$ cat config.mk
export PLATFORM = sky130hd
export DESIGN_NAME = regex_dot_star_matcher_core
export DESIGN_NICKNAME = d
export VERILOG_FILES = /design/src/sv/rdsm_pkg.sv /design/src/sv/rdsm_step.sv /design/src/sv/regex_dot_star_matcher_core.sv
export SDC_FILE = /design/constraint.sdc
export NUM_CORES = 1
export LEC_CHECK = 0
export ABC_CLOCK_PERIOD_IN_PS = 3200
export BUFFER_PORTS_ARGS = -buffer_cell sky130_fd_sc_hd__buf_2
export CAP_MARGIN = 20
export CORE_MARGIN = 5
export CORE_UTILIZATION = 32
export CTS_CLUSTER_DIAMETER = 100
export DETAILED_ROUTE_END_ITERATION = 7
export GPL_TIMING_DRIVEN = 1
export SYNTH_ARGS = -nofsm -noshare
export SYNTH_HDL_FRONTEND = slang
export SYNTH_HIERARCHICAL = 1
export SYNTH_SLANG_ARGS = --single-unit
$ cat constraint.sdc
create_clock -name clk -period 3.2 [get_ports clk]
set_input_delay 0.32 -clock clk [delete_from_list [all_inputs] [get_ports clk]]
set_output_delay 0.32 -clock clk [all_outputs]
set_load 0.02 [all_outputs]
$ cat src/sv/rdsm_pkg.sv
// ----------------------------------------------------------------------------
// rdsm_pkg
// Shared types and constants for the dot-star pattern matcher.
// ----------------------------------------------------------------------------
package rdsm_pkg;

  localparam int MAX_ELEMS_DEF = 8;
  localparam int CHAR_W        = 8;
  localparam int CFG_DATA_W    = 64;
  localparam int CFG_IDX_W     = 3;
  localparam int LEN_W         = 4;

  localparam logic [CFG_IDX_W-1:0] REG_PATTERN_CHARS     = 3'd0;
  localparam logic [CFG_IDX_W-1:0] REG_PATTERN_DOT_MASK  = 3'd1;
  localparam logic [CFG_IDX_W-1:0] REG_PATTERN_STAR_MASK = 3'd2;
  localparam logic [CFG_IDX_W-1:0] REG_PATTERN_LENGTH    = 3'd3;

  typedef struct packed {
    logic [CFG_DATA_W-1:0]    chars;
    logic [MAX_ELEMS_DEF-1:0] dot_mask;
    logic [MAX_ELEMS_DEF-1:0] star_mask;
    logic [LEN_W-1:0]         length;
  } pattern_cfg_t;

  typedef struct packed {
    logic              has_char;
    logic [CHAR_W-1:0] text_char;
    logic              last_char;
  } text_item_t;

endpackage

$ cat src/sv/rdsm_step.sv
// ----------------------------------------------------------------------------
// rdsm_step
// One NFA step: advances the active position set by one character, if any, and
// closes it over skippable starred elements. Also gives the start closure.
// ----------------------------------------------------------------------------
module rdsm_step #(
  parameter int MAX_ELEMS = rdsm_pkg::MAX_ELEMS_DEF
) (
  input  rdsm_pkg::pattern_cfg_t  cfg,
  input  logic                    restart,
  input  logic [MAX_ELEMS:0]      set_in,
  input  rdsm_pkg::text_item_t    item,
  output logic [MAX_ELEMS:0]      set_out,
  output logic                    matched
);

  localparam int SW = MAX_ELEMS + 1;
  localparam int CW = $clog2(MAX_ELEMS + 1);

  logic [CW-1:0] count;
  logic [SW-1:0] start_set;
  logic [SW-1:0] cur_set;
  logic [SW-1:0] adv_set;

  function automatic logic [SW-1:0] close_set(
    input logic [SW-1:0]        s,
    input logic [MAX_ELEMS-1:0] star,
    input logic [CW-1:0]        n
  );
    logic [SW-1:0] r;
    r = s;
    for (int i = 0; i < MAX_ELEMS; i++) begin
      if ((CW'(i) < n) && r[i] && star[i]) begin
        r[i+1] = 1'b1;
      end
    end
    return r;
  endfunction

  always_comb begin
    if (cfg.length > rdsm_pkg::LEN_W'(MAX_ELEMS)) begin
      count = CW'(MAX_ELEMS);
    end else begin
      count = cfg.length[CW-1:0];
    end
  end

  assign start_set = close_set(SW'(1), cfg.star_mask[MAX_ELEMS-1:0], count);
  assign cur_set   = restart ? start_set : set_in;

  always_comb begin
    adv_set = '0;
    for (int i = 0; i < MAX_ELEMS; i++) begin
      if ((CW'(i) < count) && cur_set[i] &&
          (cfg.dot_mask[i] || (cfg.chars[8*i +: 8] == item.text_char))) begin
        if (cfg.star_mask[i]) begin
          adv_set[i] = 1'b1;
        end else begin
          adv_set[i+1] = 1'b1;
        end
      end
    end
  end

  assign set_out = item.has_char ?
                   close_set(adv_set, cfg.star_mask[MAX_ELEMS-1:0], count) : cur_set;
  assign matched = set_out[count];

endmodule

$ cat src/sv/regex_dot_star_matcher_core.sv
// ----------------------------------------------------------------------------
// regex_dot_star_matcher_core
// Whole-string matcher for patterns of literal or dot elements, each
// optionally starred, using a bit-parallel NFA over the pattern positions.
// ----------------------------------------------------------------------------
// One text byte per beat, one result beat per text beat, sustained rate one
// beat per cycle while result_stall is low. A beat is captured in an input
// register, the NFA step runs on it in shallow combinational logic (a byte
// compare per element plus a closure chain of at most MAX_ELEMS OR stages),
// and the verdict is loaded into a result register when the beat leaves the
// input register; a stalled verdict in the result register holds it there.
// The result register lets one new text beat be taken while a verdict waits
// downstream. A beat with last_char set closes the string; any write to a
// pattern register (cfg_index 0 to 3) restarts the current string.
module regex_dot_star_matcher_core #(
  parameter int MAX_ELEMS = rdsm_pkg::MAX_ELEMS_DEF
) (
  input  logic                              clk,
  input  logic                              rst,
  input  logic                              cfg_write,
  input  logic [rdsm_pkg::CFG_IDX_W-1:0]    cfg_index,
  input  logic [rdsm_pkg::CFG_DATA_W-1:0]   cfg_data,
  input  logic                              text_valid,
  output logic                              text_stall,
  input  logic                              has_char,
  input  logic [rdsm_pkg::CHAR_W-1:0]       text_char,
  input  logic                              last_char,
  output logic                              result_valid,
  input  logic                              result_stall,
  output logic                              matched,
  output logic                              end_of_text
);

  rdsm_pkg::pattern_cfg_t cfg;
  rdsm_pkg::text_item_t   item;
  logic                   item_valid;
  logic [MAX_ELEMS:0]     active_set;
  logic [MAX_ELEMS:0]     active_set_next;
  logic                   restart;
  logic                   step_matched;
  logic                   result_open;
  logic                   text_take;
  logic                   item_move;

  assign result_open = !result_valid || !result_stall;
  assign item_move   = item_valid && result_open;
  assign text_stall  = item_valid && !result_open;
  assign text_take   = text_valid && !text_stall;

  always_ff @(posedge clk) begin
    if (rst) begin
      cfg <= '0;
    end else if (cfg_write) begin
      unique case (cfg_index)
        rdsm_pkg::REG_PATTERN_CHARS:     cfg.chars     <= cfg_data;
        rdsm_pkg::REG_PATTERN_DOT_MASK:  cfg.dot_mask  <= cfg_data[7:0];
        rdsm_pkg::REG_PATTERN_STAR_MASK: cfg.star_mask <= cfg_data[7:0];
        rdsm_pkg::REG_PATTERN_LENGTH:    cfg.length    <= cfg_data[3:0];
        default: ;
      endcase
    end
  end

  always_ff @(posedge clk) begin
    if (rst) begin
      item_valid <= 1'b0;
    end else if (text_take) begin
      item_valid <= 1'b1;
    end else if (item_move) begin
      item_valid <= 1'b0;
    end
  end

  always_ff @(posedge clk) begin
    if (text_take) begin
      item <= '{has_char: has_char, text_char: text_char, last_char: last_char};
    end
  end

  rdsm_step #(
    .MAX_ELEMS(MAX_ELEMS)
  ) u_step (
    .cfg     (cfg),
    .restart (restart),
    .set_in  (active_set),
    .item    (item),
    .set_out (active_set_next),
    .matched (step_matched)
  );

  // restart selects the start closure of the current pattern
  always_ff @(posedge clk) begin
    if (rst) begin
      restart <= 1'b1;
    end else if (cfg_write && (cfg_index <= rdsm_pkg::REG_PATTERN_LENGTH)) begin
      restart <= 1'b1;
    end else if (item_move) begin
      restart <= item.last_char;
    end
  end

  always_ff @(posedge clk) begin
    if (item_move) begin
      active_set <= active_set_next;
    end
  end

  always_ff @(posedge clk) begin
    if (rst) begin
      result_valid <= 1'b0;
    end else if (result_open) begin
      result_valid <= item_valid;
    end
  end

  always_ff @(posedge clk) begin
    if (item_move) begin
      matched     <= step_matched;
      end_of_text <= item.last_char;
    end
  end

endmodule

After elaboration in Yosys (flattened, before gate mapping)
Index checks and enable logic that the tools add are counted.
- equality and inequality tests: 11
- reductions and logical operators: 71
- muxes and demuxes: 47
- magnitude comparators: 11
- operators with widths (kind ; count):
    == test 8 bit ; 8
    logical AND 1 bit ; 51
    two-way mux 1 bit ; 35
    two-way mux 9 bit ; 2
    less-than comparator 3 x 4 -> 1 bit (first input constant) ; 4
    two-way mux 2 bit ; 8
    logical OR 1 bit ; 9
    less-than comparator 1 x 4 -> 1 bit (first input constant) ; 2
    less-than comparator 2 x 4 -> 1 bit (first input constant) ; 2
    AND reduction 2 bit ; 4
    == test 3 x 2 -> 1 bit (second input constant) ; 2
    less-than comparator 4 x 5 -> 1 bit (second input constant) ; 1
    binary-select mux 1 bit (select 4 bit) ; 1
    > comparator 4 bit (second input constant) ; 1
    logical NOT 1 bit ; 4
    two-way mux 4 bit ; 1
    == test 3 x 1 -> 1 bit (second input constant) ; 1
    <= comparator 3 x 2 -> 1 bit (second input constant) ; 1
    logical NOT 3 bit ; 1
    nonzero test 2 bit ; 1
    OR reduction 2 bit ; 1
- output and inout port bits: 4
- word-level logic and storage cells: 153
- input bits: 82
- bits in registers: 108

Depth between registers and ports, before layout
Gate-level depths: netlist of run 1.
- depth in word-level cells: 57
- depth in mapped cells: 10
- mapped depth without buffers: 9

By module
Netlist of run 1, hierarchy kept.
- modules (own cells, without submodules) (module ; seq. area each (µm²) ; area an instance (µm²) ; cells an instance ; times used):
    regex_dot_star_matcher_core ; 2372.3 ; 3712.3 ; 382 ; 1
    rdsm_step ; 0.0 ; 1517.7 ; 218 ; 1

Worst setup path after synthesis of run 1
OpenSTA, ideal clock, no wires.
- kind: reg-to-reg
- start: reg cfg[3] (netlist name)
- end: reg matched, data pin
- arrival: 2.566 ns
- path buffers: 1
- cell stages (with the launch flop): 10
- setup slack: 0.361 ns
- clock period less this slack: 2.839 ns
- setup time: 0.272 ns
- required time: 2.928 ns
- cell sequence: dfxtp_1 > buf_6 > o311a_1 > mux2_4 > a222oi_1 > a21oi_1 > or4_1 > a31o_1 > a311oi_1 > o211ai_1
- longest elaborated chain between the ends: 34
- elaborated cells on any way between the ends: 92
- classes of those cells: order compare: 9; mux: 36; reduce/logical: 47
- ends and longest elaborated chain (item ; RTL line ; source):
    > comparator 4 bit ; rdsm_step.sv:41 ; if (cfg.length > rdsm_pkg::LEN_W'(MAX_ELEMS)) begin
    two-way mux 4 bit (*) ; rdsm_step.sv:41 ;
    less-than comparator 1 x 4 -> 1 bit ; rdsm_step.sv:33, rdsm_step.sv:54 ;
    logical AND 1 bit ; rdsm_step.sv:33 ; if ((CW'(i) < n) && r[i] && star[i]) begin
    two-way mux 1 bit ; rdsm_step.sv:33 ;
    logical AND 1 bit / two-way mux 9 bit (equally long branches) ; rdsm_step.sv:33, rdsm_step.sv:49 ;
    logical AND 1 bit, on equally long branches ; rdsm_step.sv:33, rdsm_step.sv:54 ;
    two-way mux 1 bit / logical AND 1 bit (equally long branches) ; rdsm_step.sv:33, rdsm_step.sv:54 ;
    [... 18 more ...] ; -- ;
    two-way mux 2 bit / logical AND 1 bit (equally long branches) ; rdsm_step.sv:54, rdsm_step.sv:33 ;
    two-way mux 1 bit ; rdsm_step.sv:33 ;
    logical AND 1 bit (2 in series) ; rdsm_step.sv:33 ;
    two-way mux 1 bit ; rdsm_step.sv:33 ;
    two-way mux 9 bit ; rdsm_step.sv:65 ; assign set_out = item.has_char ?
    binary-select mux 1 bit (select 4 bit) (*) ; rdsm_step.sv:67 ; assign matched = set_out[count];
    two-way mux 1 bit (implied by the code) (*) ; rdsm_step.sv:67 ;
    via step_matched ; regex_dot_star_matcher_core.sv:40 ; logic step_matched;
    to (signal assigned) ; regex_dot_star_matcher_core.sv:118 ; matched <= step_matched;
    to (decl) ; regex_dot_star_matcher_core.sv:30 ; output logic matched,
Mark *: on every way through the listed nets, which the timed path passes. The rest lies on a longest branch. The select of a mux whose other input is x is not followed.
A chain may end at the register's enable or synchronous reset.

Worst setup path after layout of run 1
- start: reg cfg[1] (netlist name)
- end: reg matched, data pin
- longest elaborated chain between the ends: 34
- elaborated cells on any way between the ends: 92
- classes of those cells: order compare: 9; mux: 36; reduce/logical: 47
- ends and longest elaborated chain (item ; RTL line):
    > comparator 4 bit ; rdsm_step.sv:41
    two-way mux 4 bit (*) ; rdsm_step.sv:41
    less-than comparator 1 x 4 -> 1 bit ; rdsm_step.sv:33, rdsm_step.sv:54
    logical AND 1 bit ; rdsm_step.sv:33
    two-way mux 1 bit ; rdsm_step.sv:33
    logical AND 1 bit / two-way mux 9 bit (equally long branches) ; rdsm_step.sv:33, rdsm_step.sv:49
    logical AND 1 bit, on equally long branches ; rdsm_step.sv:33, rdsm_step.sv:54
    two-way mux 1 bit / logical AND 1 bit (equally long branches) ; rdsm_step.sv:33, rdsm_step.sv:54
    [... 18 more ...] ; --
    two-way mux 2 bit / logical AND 1 bit (equally long branches) ; rdsm_step.sv:54, rdsm_step.sv:33
    two-way mux 1 bit ; rdsm_step.sv:33
    logical AND 1 bit (2 in series) ; rdsm_step.sv:33
    two-way mux 1 bit ; rdsm_step.sv:33
    two-way mux 9 bit ; rdsm_step.sv:65
    binary-select mux 1 bit (select 4 bit) (*) ; rdsm_step.sv:67
    two-way mux 1 bit (implied by the code) (*) ; rdsm_step.sv:67
    via step_matched ; regex_dot_star_matcher_core.sv:40
Marked as above.

==> flow_summary_export.csv, run 1 <==
group,metric,value,unit
outcome,outcome,"finished clean",
min_path,hp-start,"text_char[0]",
floorplan,initial_core_util,0.3280,
sta,period_share,0.9413,
sta,hold_viol_final,0,
floorplan,dieArea,19000,um2
floorplan,rows,46,
route,via_per_inst,4.871,
min_path,holdPathStages,1,
route,antenna_left,0,
yosys,synth.top_cells.by_area,"dfxtp_1, edfxtp_1, nand2_1",
cts,cts_root_buffer,"clkbuf_16",
global_route,grt_pass1_vias,4096,
yosys,synth_edf_count,21,
pwr,internal-power,2.161,mW
sta,setup_viol,0,
cts,clock_sinks,108,
cts,clkLatencyLatePin,0.35,ns
pwr,total_power,2.844,mW
placement,gp_congestion,0.8642,
min_path,min_to,"item[1]",
cts,clkTransAtPathRegs,0.07,ns
pwr,leakagePower,2.374,nW
pwr,switching_share,0.2403,
yosys,ys_top_cells_by_count,"nand2_1, dfxtp_1, a21oi_1",
finish,num_antenna_cells,0,
min_path,min_path_type,"in -> reg",
worst_setup_path,worstReg2RegStart,"cfg[1]",
sta,drv_slew,0,
yosys,syn_nets,682,
yosys,synth_warnings,6,
worst_setup_path,slowest_delay,0.60,ns
worst_setup_path,ff2ff_setup_slack,0.19,ns
route,highest-signal-layer,"met4",
worst_setup_path,required,3.38,ns
route,vias,4384,
worst_setup_path,path_cells,"a21oi_1 > or4b_1 > o2bb2ai_1 > o21ai_0 > or2_2 > a21oi_1 > nor3_1 > or4b_1 > o211ai_1",
pwr,ir_drop,0.3208,mV
route,drc,0,
cts,h-tree-depth,3,
placement,dp_hpwl,9995,um
worst_setup_path,worstSetupPathType,"reg -> reg",
route,wl_met3,546,um
global_route,grt.overflow.total,0,
yosys,syn_inst,600,
sta,worst_pin_slew,0.6340,ns
sta,fin_setup_tns,0,ns
finish,drive_above_1_share,0.1974,
flow_run,drv_cap,0,
yosys,synth_area_per_cell,8.717,um2
pwr,clkPwrFrac,0.393,
pwr,powerDensity,459.7,nW/um2
pwr,p_sw,0.6833,mW
yosys,netlist.top_cell.by_area,"dfxtp_1",
route,drt-wirelength-per-cell,15.10,um
route,wl,13590,um
pwr,pwr-share-comb,0.094,
placement,dp_slack,0.2420,ns
yosys,yosysTopAreaCellShare,0.3330,
route,wl_met2,6308,um
floorplan,io_pins,86,
worst_setup_path,r2r_cells,9,
worst_setup_path,critPathCaptureType,"flop",
yosys,async_reset_ff_frac,0,
cts,cts_buffer_depth,2,
worst_setup_path,cp_slowest_cell,"or4b_1",
route,drt-initial-drc-count,235,
sta,fin_ws,0.1880,ns
sta,fmax,332.0,MHz
route,wl_met1,6572,um
floorplan,fp.dieW,137.8,um
sta,fin_skew,0.01090,ns
route,drtPass1Iterations,4,
global_route,grt_pass1_wl,21470,um
sta,rsz0062_at_grt,"no",
sta,period_minus_slack,3.012,ns
finish,final_nets,761,
cts,cts_made_buffers,9,
floorplan,die_h,137.8,um
global_route,grtUsageTotal,0.1456,
yosys,synth_flop_cell,"dfxtp_1",
yosys,seq_area_frac_synth,0.4536,
worst_setup_path,cp_max_fo,13,
cts,cts_tree,"done",
yosys,yosysMostFrequentCell,"nand2_1",
pwr,pwr-share-seq,0.513,
yosys,synth_cell_types,56,
worst_setup_path,arrival,3.19,ns
yosys,ys_ff_latch,108,
sta,relSlewSlack,0.5774,
global_route,grt_max_degree,88,
worst_setup_path,start_kind,"flop",
global_route,antenna_found_initial,0,
floorplan,core_area,15940,um2
placement,port_buffers,85,
finish,area_growth,18.28,%
yosys,syn_area,5230,um2
worst_setup_path,r2r_end,"matched",
state kept, by name, summed over array words and instances, names as in the netlist:
register / flops
item_valid: 1
result_valid: 1
matched: 1
item: 10
restart: 1
cfg: 84
end_of_text: 1
active_set: 9
metrics by stage:
step | util | hold WS (ns) | area (um2) | cells
6_report | 0.3880 | 0.1455 | 6186 | 900
5_1_grt | 0.3880 | 0.1338 | 6186 | 900
4_1_cts | 0.3861 | 0.1365 | 6156 | 896
3_5_place_dp | 0.3677 | 0.4531 | 5862 | 880
3_3_place_gp | 0.3677 | 0.4479 | 5862 | 880
2_1_floorplan | - | 0.4189 | 5230 | 600
per-layer routing:
layer | vias to the layer above | track usage
li1 | 2219 | -
met1 | 2054 | 0.2052
met2 | 102 | 0.2291
met3 | 9 | 0.02447
met4 | 0 | 0.04281
met5 | - | 0
power groups by stage:
stage | clock, mW | sequential (mW) | combinational [mW]
floorplan | 0 | 1.48 | 0.167
detailed placement | 0 | 1.49 | 0.260
global route | 1.20 | 1.47 | 0.294
finish | 1.12 | 1.46 | 0.266
CTS | 1.14 | 1.46 | 0.262
global placement | 0 | 1.49 | 0.260
critical path, delay by kind of cell, from the launching register on:
family,cells,cell delay [ns]
AOI/OAI and AO/OA,5,0.82
and+or+nand+nor,4,1.46
DFF,1,0.57
layout by cell type (no fill, tap or decap), drive strengths merged, types with 4 or more instances in the layout:
| cell type | count |
|---|---|
| nor2 | 40 |
| o21ai | 7 |
| mux2i | 23 |
| or3 | 4 |
| nand3 | 4 |
| or2 | 4 |
| nor4 | 14 |
| dfxtp | 87 |
| xor2 | 50 |
| inv | 9 |
| a21oi | 81 |
| nand2 | 134 |
| clkbuf | 11 |
| nand4 | 4 |
| xnor2 | 14 |
| edfxtp | 21 |
| buf | 109 |
| nor2b | 4 |
| nor3 | 6 |
worst max-delay path by stage:
| stage | start | endpoint | slack, ns |
|---|---|---|---|
| 2_1_floorplan | cfg[3] | matched | 0.36 |
| 3_3_place_gp | item[4] | matched | 0.28 |
| 3_5_place_dp | item[4] | matched | 0.24 |
| 4_1_cts | item[4] | matched | 0.20 |
| 5_1_grt | cfg[1] | matched | 0.02 |
| 6_report | cfg[1] | matched | 0.19 |
repair_timing:
| action | in CTS | in global routing |
|---|---|---|
| setup buffers | 0 | 4 |
| hold buffers | 0 | 0 |
| endpoints found under the setup margin | 0 | 1 |
| resized for setup | 0 | 1 |
| endpoints found under the hold margin | 0 | 0 |
layout make-up:
| type | count | area [um2] |
|---|---|---|
| Timing Repair Buffer | 109 | 618.1 |
| Fill cell | 1651 | 9757 |
| Clock inverter | 5 | 61.31 |
| Clock buffer | 11 | 232.7 |
| Sequential cell | 108 | 2372 |
| Multi-Input combinational cell | 444 | 2605 |
| Tap cell | 216 | 270.3 |
| Inverter | 7 | 26.28 |
logic make-up after synthesis:
group / count (synthesis) / synth area share
xor+xnor: 64 / 0.1072
buf+inv: 48 / 0.05192
mux: 24 / 0.04689
compound gates: 124 / 0.1433
flops: 108 / 0.4536
simple gates: 232 / 0.1971
Note: power is estimated with default switching activity, not from simulation.
==> inputs of run 2 (changes only) <==
Settings changed: SYNTH_HIERARCHICAL 1 to not set.
==> run 2 against run 1 <==
Sequential power barely moved; worst hold slack got worse by 0.018 ns; sequential share of layout area rose by 0.33 points; final area fell by 0.85%; largest cell class unchanged; register-to-register slack improved by 0.23 ns; combinational power fell by 9.8%; via count rose by 2.7%; global-route usage rose by 0.63 points.
==> flow_summary_export.csv, run 2 <==
group,metric,value,unit
pwr,pwr-share-seq,0.514,
placement,gp_congestion,0.8884,
sta,hold_viol_final,0,
yosys,netlist.top_cell.by_area,"dfxtp_1",
pwr,p_sw,0.7696,mW
placement,dp.cells,888,
pwr,leakagePower,2.380,nW
global_route,grtUsageTotal,0.1520,
yosys,synth_warnings,0,
pwr,clkPwrFrac,0.403,
sta,fin_setup_tns,0,ns
floorplan,rows,46,
worst_setup_path,required,3.31,ns
finish,area_growth,17.58,%
route,drc,0,
sta,setup_viol,0,
worst_setup_path,crit_path_start,"item[2]",
placement,dp_hpwl,10170,um
yosys,syn_inst,619,
cts,cts_root_buffer,"clkbuf_16",
route,antenna_left,0,
cts,h-tree-depth,3,
floorplan,die_h,137.7,um
pwr,ir_drop,0.3458,mV
global_route,antenna_found_initial,0,
worst_setup_path,cp_slowest_cell,"edfxtp_1",
flow_run,drv_cap,0,
finish,final_cell_mix,"nand2_1, a21oi_1, dfxtp_1, buf_2, xor2_1",
yosys,async_reset_ff_frac,0,
pwr,internal-power,2.103,mW
finish,drive_above_1_share,0.1756,
sta,worst_pin_slew,0.9930,ns
worst_setup_path,slowest_delay,0.64,ns
sta,fin_skew,0.01400,ns
finish,top_regs,"cfg x84, item x10, active_set x9",
worst_setup_path,path_cells,"xor2_1 > nor4_4 > a41o_1 > a222oi_1 > a2111o_1 > a21oi_1 > o311ai_1 > o21ai_1",
sta,drv_slew,0,
floorplan,initial_core_util,0.3272,
pwr,pwr-share-comb,0.083,
route,wl,13850,um
cts,postCtsResizedCells,0,
global_route,grt_pass1_vias,4244,
yosys,ys_ff_latch,108,
yosys,synth_area_per_cell,8.427,um2
yosys,yosysTopAreaCellShare,0.3339,
min_path,min_path_type,"in -> reg",
finish,stdcell_count,905,
finish,final_nets,766,
cts,cts_made_buffers,9,
finish,largest_reg_flops,84,
yosys,yosysMostFrequentCell,"nand2_1",
yosys,synth_edf_count,21,
cts,cts_hold_buf,0,
global_route,grt.overflow.total,0,
outcome,outcome,"finished clean",
worst_setup_path,arrival,2.89,ns
floorplan,fp.dieW,137.7,um
yosys,synth.top_cells.by_area,"dfxtp_1, edfxtp_1, nand2_1",
floorplan,io_pins,86,
yosys,ys_top_cells_by_count,"nand2_1, a21oi_1, dfxtp_1",
cts,clkLatencyLatePin,0.36,ns
sta,rsz0062_at_grt,"no",
worst_setup_path,cp_max_fo,8,
min_path,hp-start,"has_char",
floorplan,core_area,15940,um2
pwr,powerDensity,468.3,nW/um2
sta,fmax,359.5,MHz
cts,cts_tree,"done",
yosys,synth_cell_types,60,
pwr,switching_share,0.2679,
cts,clkTransAtPathRegs,0.09,ns
route,via_per_inst,4.976,
route,vias,4503,
global_route,grt_max_degree,65,
finish,layout_commonest_cell,"nand2_1",
global_route,grt_pass1_wl,22340,um
sta,period_minus_slack,2.782,ns
worst_setup_path,worstSetupPathType,"reg -> reg",
route,drt-wirelength-per-cell,15.31,um
cts,cts_buffer_depth,2,
worst_setup_path,critPathCaptureType,"flop",
yosys,seq_area_frac_synth,0.4548,
cts,post-cts-setup-buffers,0,
sta,relSlewSlack,0.3367,
worst_setup_path,start_kind,"flop",
floorplan,dieArea,18950,um2
route,drt-initial-drc-count,301,
worst_setup_path,worstReg2RegStart,"item[2]",
yosys,syn_area,5216,um2
sta,period_share,0.8694,
yosys,synth_flop_cell,"dfxtp_1",
finish,num_antenna_cells,0,
placement,port_buffers,85,
route,drtPass1Iterations,5,
yosys,syn_nets,701,
finish,top_register,"cfg",
cts,clock_sinks,108,
==> run 2: worst paths after layout <==
check	to	slack (ns)	cells past startpoint
max reg2reg	active_set[8]	0.42	8
max	active_set[8]	0.42	8
min	item[9]	0.13	1
min reg2reg	cfg[16]	0.46	2
==> run 2: layout make-up <==
type	instances	area [um2]
fill	1651	9809
timing repair buffer	92	503.0
tap	216	270.3
sequential	108	2372
inverter	10	37.54
clock inverter	7	93.84
clock buffer	9	225.2
multi-input combinational	463	2631
==> run 2: logic make-up after synthesis <==
group                     count (synthesis)  share of synthesized area
DFF                                     108                     0.4548
buffers and inverters                    48                    0.04198
muxes                                    14                    0.02710
xor gates and xnor gates                 64                     0.1089
AOI/OAI and AO/OA                       145                     0.1689
and+or+nand+nor                         240                     0.1984
==> run 2: power groups by stage <==
stage	Clock (mW)	Sequential, mW	Combinational (mW)
after global routing	1.25	1.48	0.268
after global placement	0	1.51	0.237
after floorplan	0	1.48	0.167
after detailed placement	0	1.51	0.239
final	1.16	1.48	0.240
after CTS	1.19	1.47	0.240
==> run 2: layer usage <==
layer / up-vias / share of wire / global-route usage / wire, um
met2: 136 / 0.43 / 0.2251 / 5975
li1: 2253 / - / - / -
met5: - / 0 / 0 / 0
met4: 0 / 0.012 / 0.03991 / 173
met3: 11 / 0.073 / 0.03981 / 1007
met1: 2103 / 0.48 / 0.2186 / 6697
==> run 2: through the flow <==
stage	utilization	worst slack (ns)	hold slack, ns	total power, mW	cell area (um2)
after floorplan	-	0.8710	0.4189	1.644	5216
after global placement	0.3634	0.4806	0.4414	1.744	5794
after detailed placement	0.3634	0.4435	0.4471	1.745	5794
after CTS	0.3835	0.4119	0.1114	2.907	6113
after global routing	0.3847	0.2284	0.1023	2.998	6133
final	0.3847	0.4181	0.1270	2.872	6133
==> run 2: worst max-delay path, delay by kind of cell, from the launching register on <==
family	cells	cell delay [ns]
flip-flops	1	0.64
AND/OR/NAND/NOR	1	0.08
XOR/XNOR	1	0.28
AO/OA/AOI/OAI	6	1.52
==> inputs of run 3 (changes only) <==
Settings changed: RECOVER_POWER set to 25.
==> run 3 against run 2 <==
The flow now finishes with violations (capacitance limit, slew limit); wire length hardly changed; flip-flop and latch count stayed put; final cell count did not move; clock skew about the same; final area down 0.41%; clock power is essentially flat; sequential share of layout area up 0.16 points; critical path depth stayed put; worst setup slack about the same; via count is essentially flat; count of clock-buffer cells in the layout is the same; first-iteration DRC count grew 12%; critical path type unchanged; largest power group unchanged.
==> flow_summary_export.csv, run 3 (synthesized netlist as in run 2, its figures left out) <==
group,metric,value,unit
route,drt-wirelength-per-cell,15.31,um
route,via_per_inst,4.973,
placement,gp_congestion,0.8884,
placement,dp_hpwl,10170,um
finish,stdcell_count,905,
floorplan,rows,46,
cts,clock_sinks,108,
floorplan,io_pins,86,
cts,cts_buffer_depth,2,
finish,num_antenna_cells,0,
route,drc,0,
sta,drv_slew,43,
outcome,outcome,"complete, but fails checks",
sta,fin_setup_tns,0,ns
pwr,leakagePower,2.356,nW
cts,postCtsResizedCells,0,
sta,hold_viol_final,0,
finish,top_register,"cfg",
placement,dp.cells,888,
global_route,grt.overflow.total,0,
finish,largest_reg_flops,84,
worst_setup_path,r2r_cells,8,
pwr,total_power,2.870,mW
global_route,grt_pass1_vias,4244,
pwr,internal-power,2.100,mW
finish,top_regs,"cfg x84, item x10, active_set x9",
placement,port_buffers,85,
route,antenna_left,0,
floorplan,dieArea,18950,um2
cts,h-tree-depth,3,
sta,rsz0062_at_grt,"no",
cts,cts_root_buffer,"clkbuf_16",
pwr,pwr-share-seq,0.514,
cts,cts_made_buffers,9,
floorplan,initial_core_util,0.3272,
sta,relSlewSlack,-0.1969,
floorplan,die_h,137.7,um
worst_setup_path,worstSetupPathType,"reg -> reg",
pwr,p_sw,0.7709,mW
finish,area_growth,17.10,%
pwr,switching_share,0.2686,
cts,post-cts-setup-buffers,0,
finish,final_nets,766,
worst_setup_path,arrival,2.89,ns
flow_run,drv_cap,1,
worst_setup_path,critPathCaptureType,"flop",
sta,fin_skew,0.01439,ns
global_route,grt_max_degree,65,
sta,period_share,0.8693,
sta,period_minus_slack,2.782,ns
cts,clkTransAtPathRegs,0.09,ns
global_route,grt_pass1_wl,22340,um
route,wl,13860,um
finish,seqCellArea,2372,um2
worst_setup_path,required,3.31,ns
sta,worst_pin_slew,1.795,ns
cts,cts_tree,"done",
floorplan,fp.dieW,137.7,um
cts,cts_hold_buf,0,
finish,drive_above_1_share,0.1669,
finish,multiInputGateArea,2631,um2
pwr,ir_drop,0.3491,mV
floorplan,core_area,15940,um2
outcome,violations,"capacitance limit, slew limit",
route,drt-initial-drc-count,337,
finish,nFillCells,1659,
worst_setup_path,cp_max_fo,8,
sta,setup_viol,0,
pwr,powerDensity,469.9,nW/um2
sta,fmax,359.5,MHz
global_route,antenna_found_initial,0,
min_path,holdPathStages,1,
cts,clkLatencyLatePin,0.36,ns
global_route,grtUsageTotal,0.1520,
pwr,clkPwrFrac,0.404,
min_path,min_path_type,"in -> reg",
pwr,pwr-share-comb,0.082,
finish,layout_commonest_cell,"nand2_1",
finish,final_cell_mix,"nand2_1, a21oi_1, dfxtp_1, buf_2, xor2_1",
worst_setup_path,start_kind,"flop",
route,vias,4501,
route,drtPass1Iterations,5,
-- run 3: changes by cell type in the layout (fill, tap and decap cells not counted), sizes merged --
cell,previous run,this run
buf,92,85
clkbuf,9,16
-- run 3: final timing paths --
| path | start | end | slack, ns |
|---|---|---|---|
| worst min-delay path | has_char | item[9] | 0.13 |
| worst min register to register | cfg[16] | cfg[16] | 0.46 |
| worst max register to register | item[2] | active_set[8] | 0.42 |
| worst max-delay path | item[2] | active_set[8] | 0.42 |
-- run 3: worst max-delay path, stage by stage, from the launching register on --
cell and delay [ns]:
edfxtp_1 0.64, xor2_1 0.28, nor4_4 0.08, a41o_1 0.25, a222oi_1 0.46, a2111o_1 0.30
a21oi_1 0.11, o311ai_1 0.31, o21ai_1 0.09
-- run 3: metrics by stage --
step / utilization / cell area (um2) / hold WS [ns] / worst slack, ns
global placement: 0.3634 / 5794 / 0.4414 / 0.4806
detailed placement: 0.3634 / 5794 / 0.4471 / 0.4435
global route: 0.3831 / 6108 / 0.1023 / 0.2284
floorplan: - / 5216 / 0.4189 / 0.8710
CTS: 0.3835 / 6113 / 0.1114 / 0.4119
finish: 0.3831 / 6108 / 0.1268 / 0.4183
-- run 3: power groups by stage --
stage	sequential (mW)	clock, mW	combinational, mW
detailed placement	1.51	0	0.239
finish	1.48	1.16	0.236
floorplan	1.48	0	0.167
global route	1.48	1.25	0.264
global placement	1.51	0	0.237
CTS	1.47	1.19	0.240
-- run 3: metal layers --
metal	part of all wire	global-route usage	vias to the layer above
li1	-	-	2250
met1	0.49	0.2186	2103
met2	0.43	0.2251	137
met3	0.063	0.03981	11
met4	0.013	0.03991	0
met5	0	0	-
-- run 3: final cells by class --
type | instances | share of cell area
sequential | 108 | 0.3884
timing repair buffer | 92 | 0.07825
multi-input combinational | 463 | 0.4308
inverter | 10 | 0.006145
tap | 216 | 0.04424
clock inverter | 7 | 0.01536
clock buffer | 9 | 0.03687
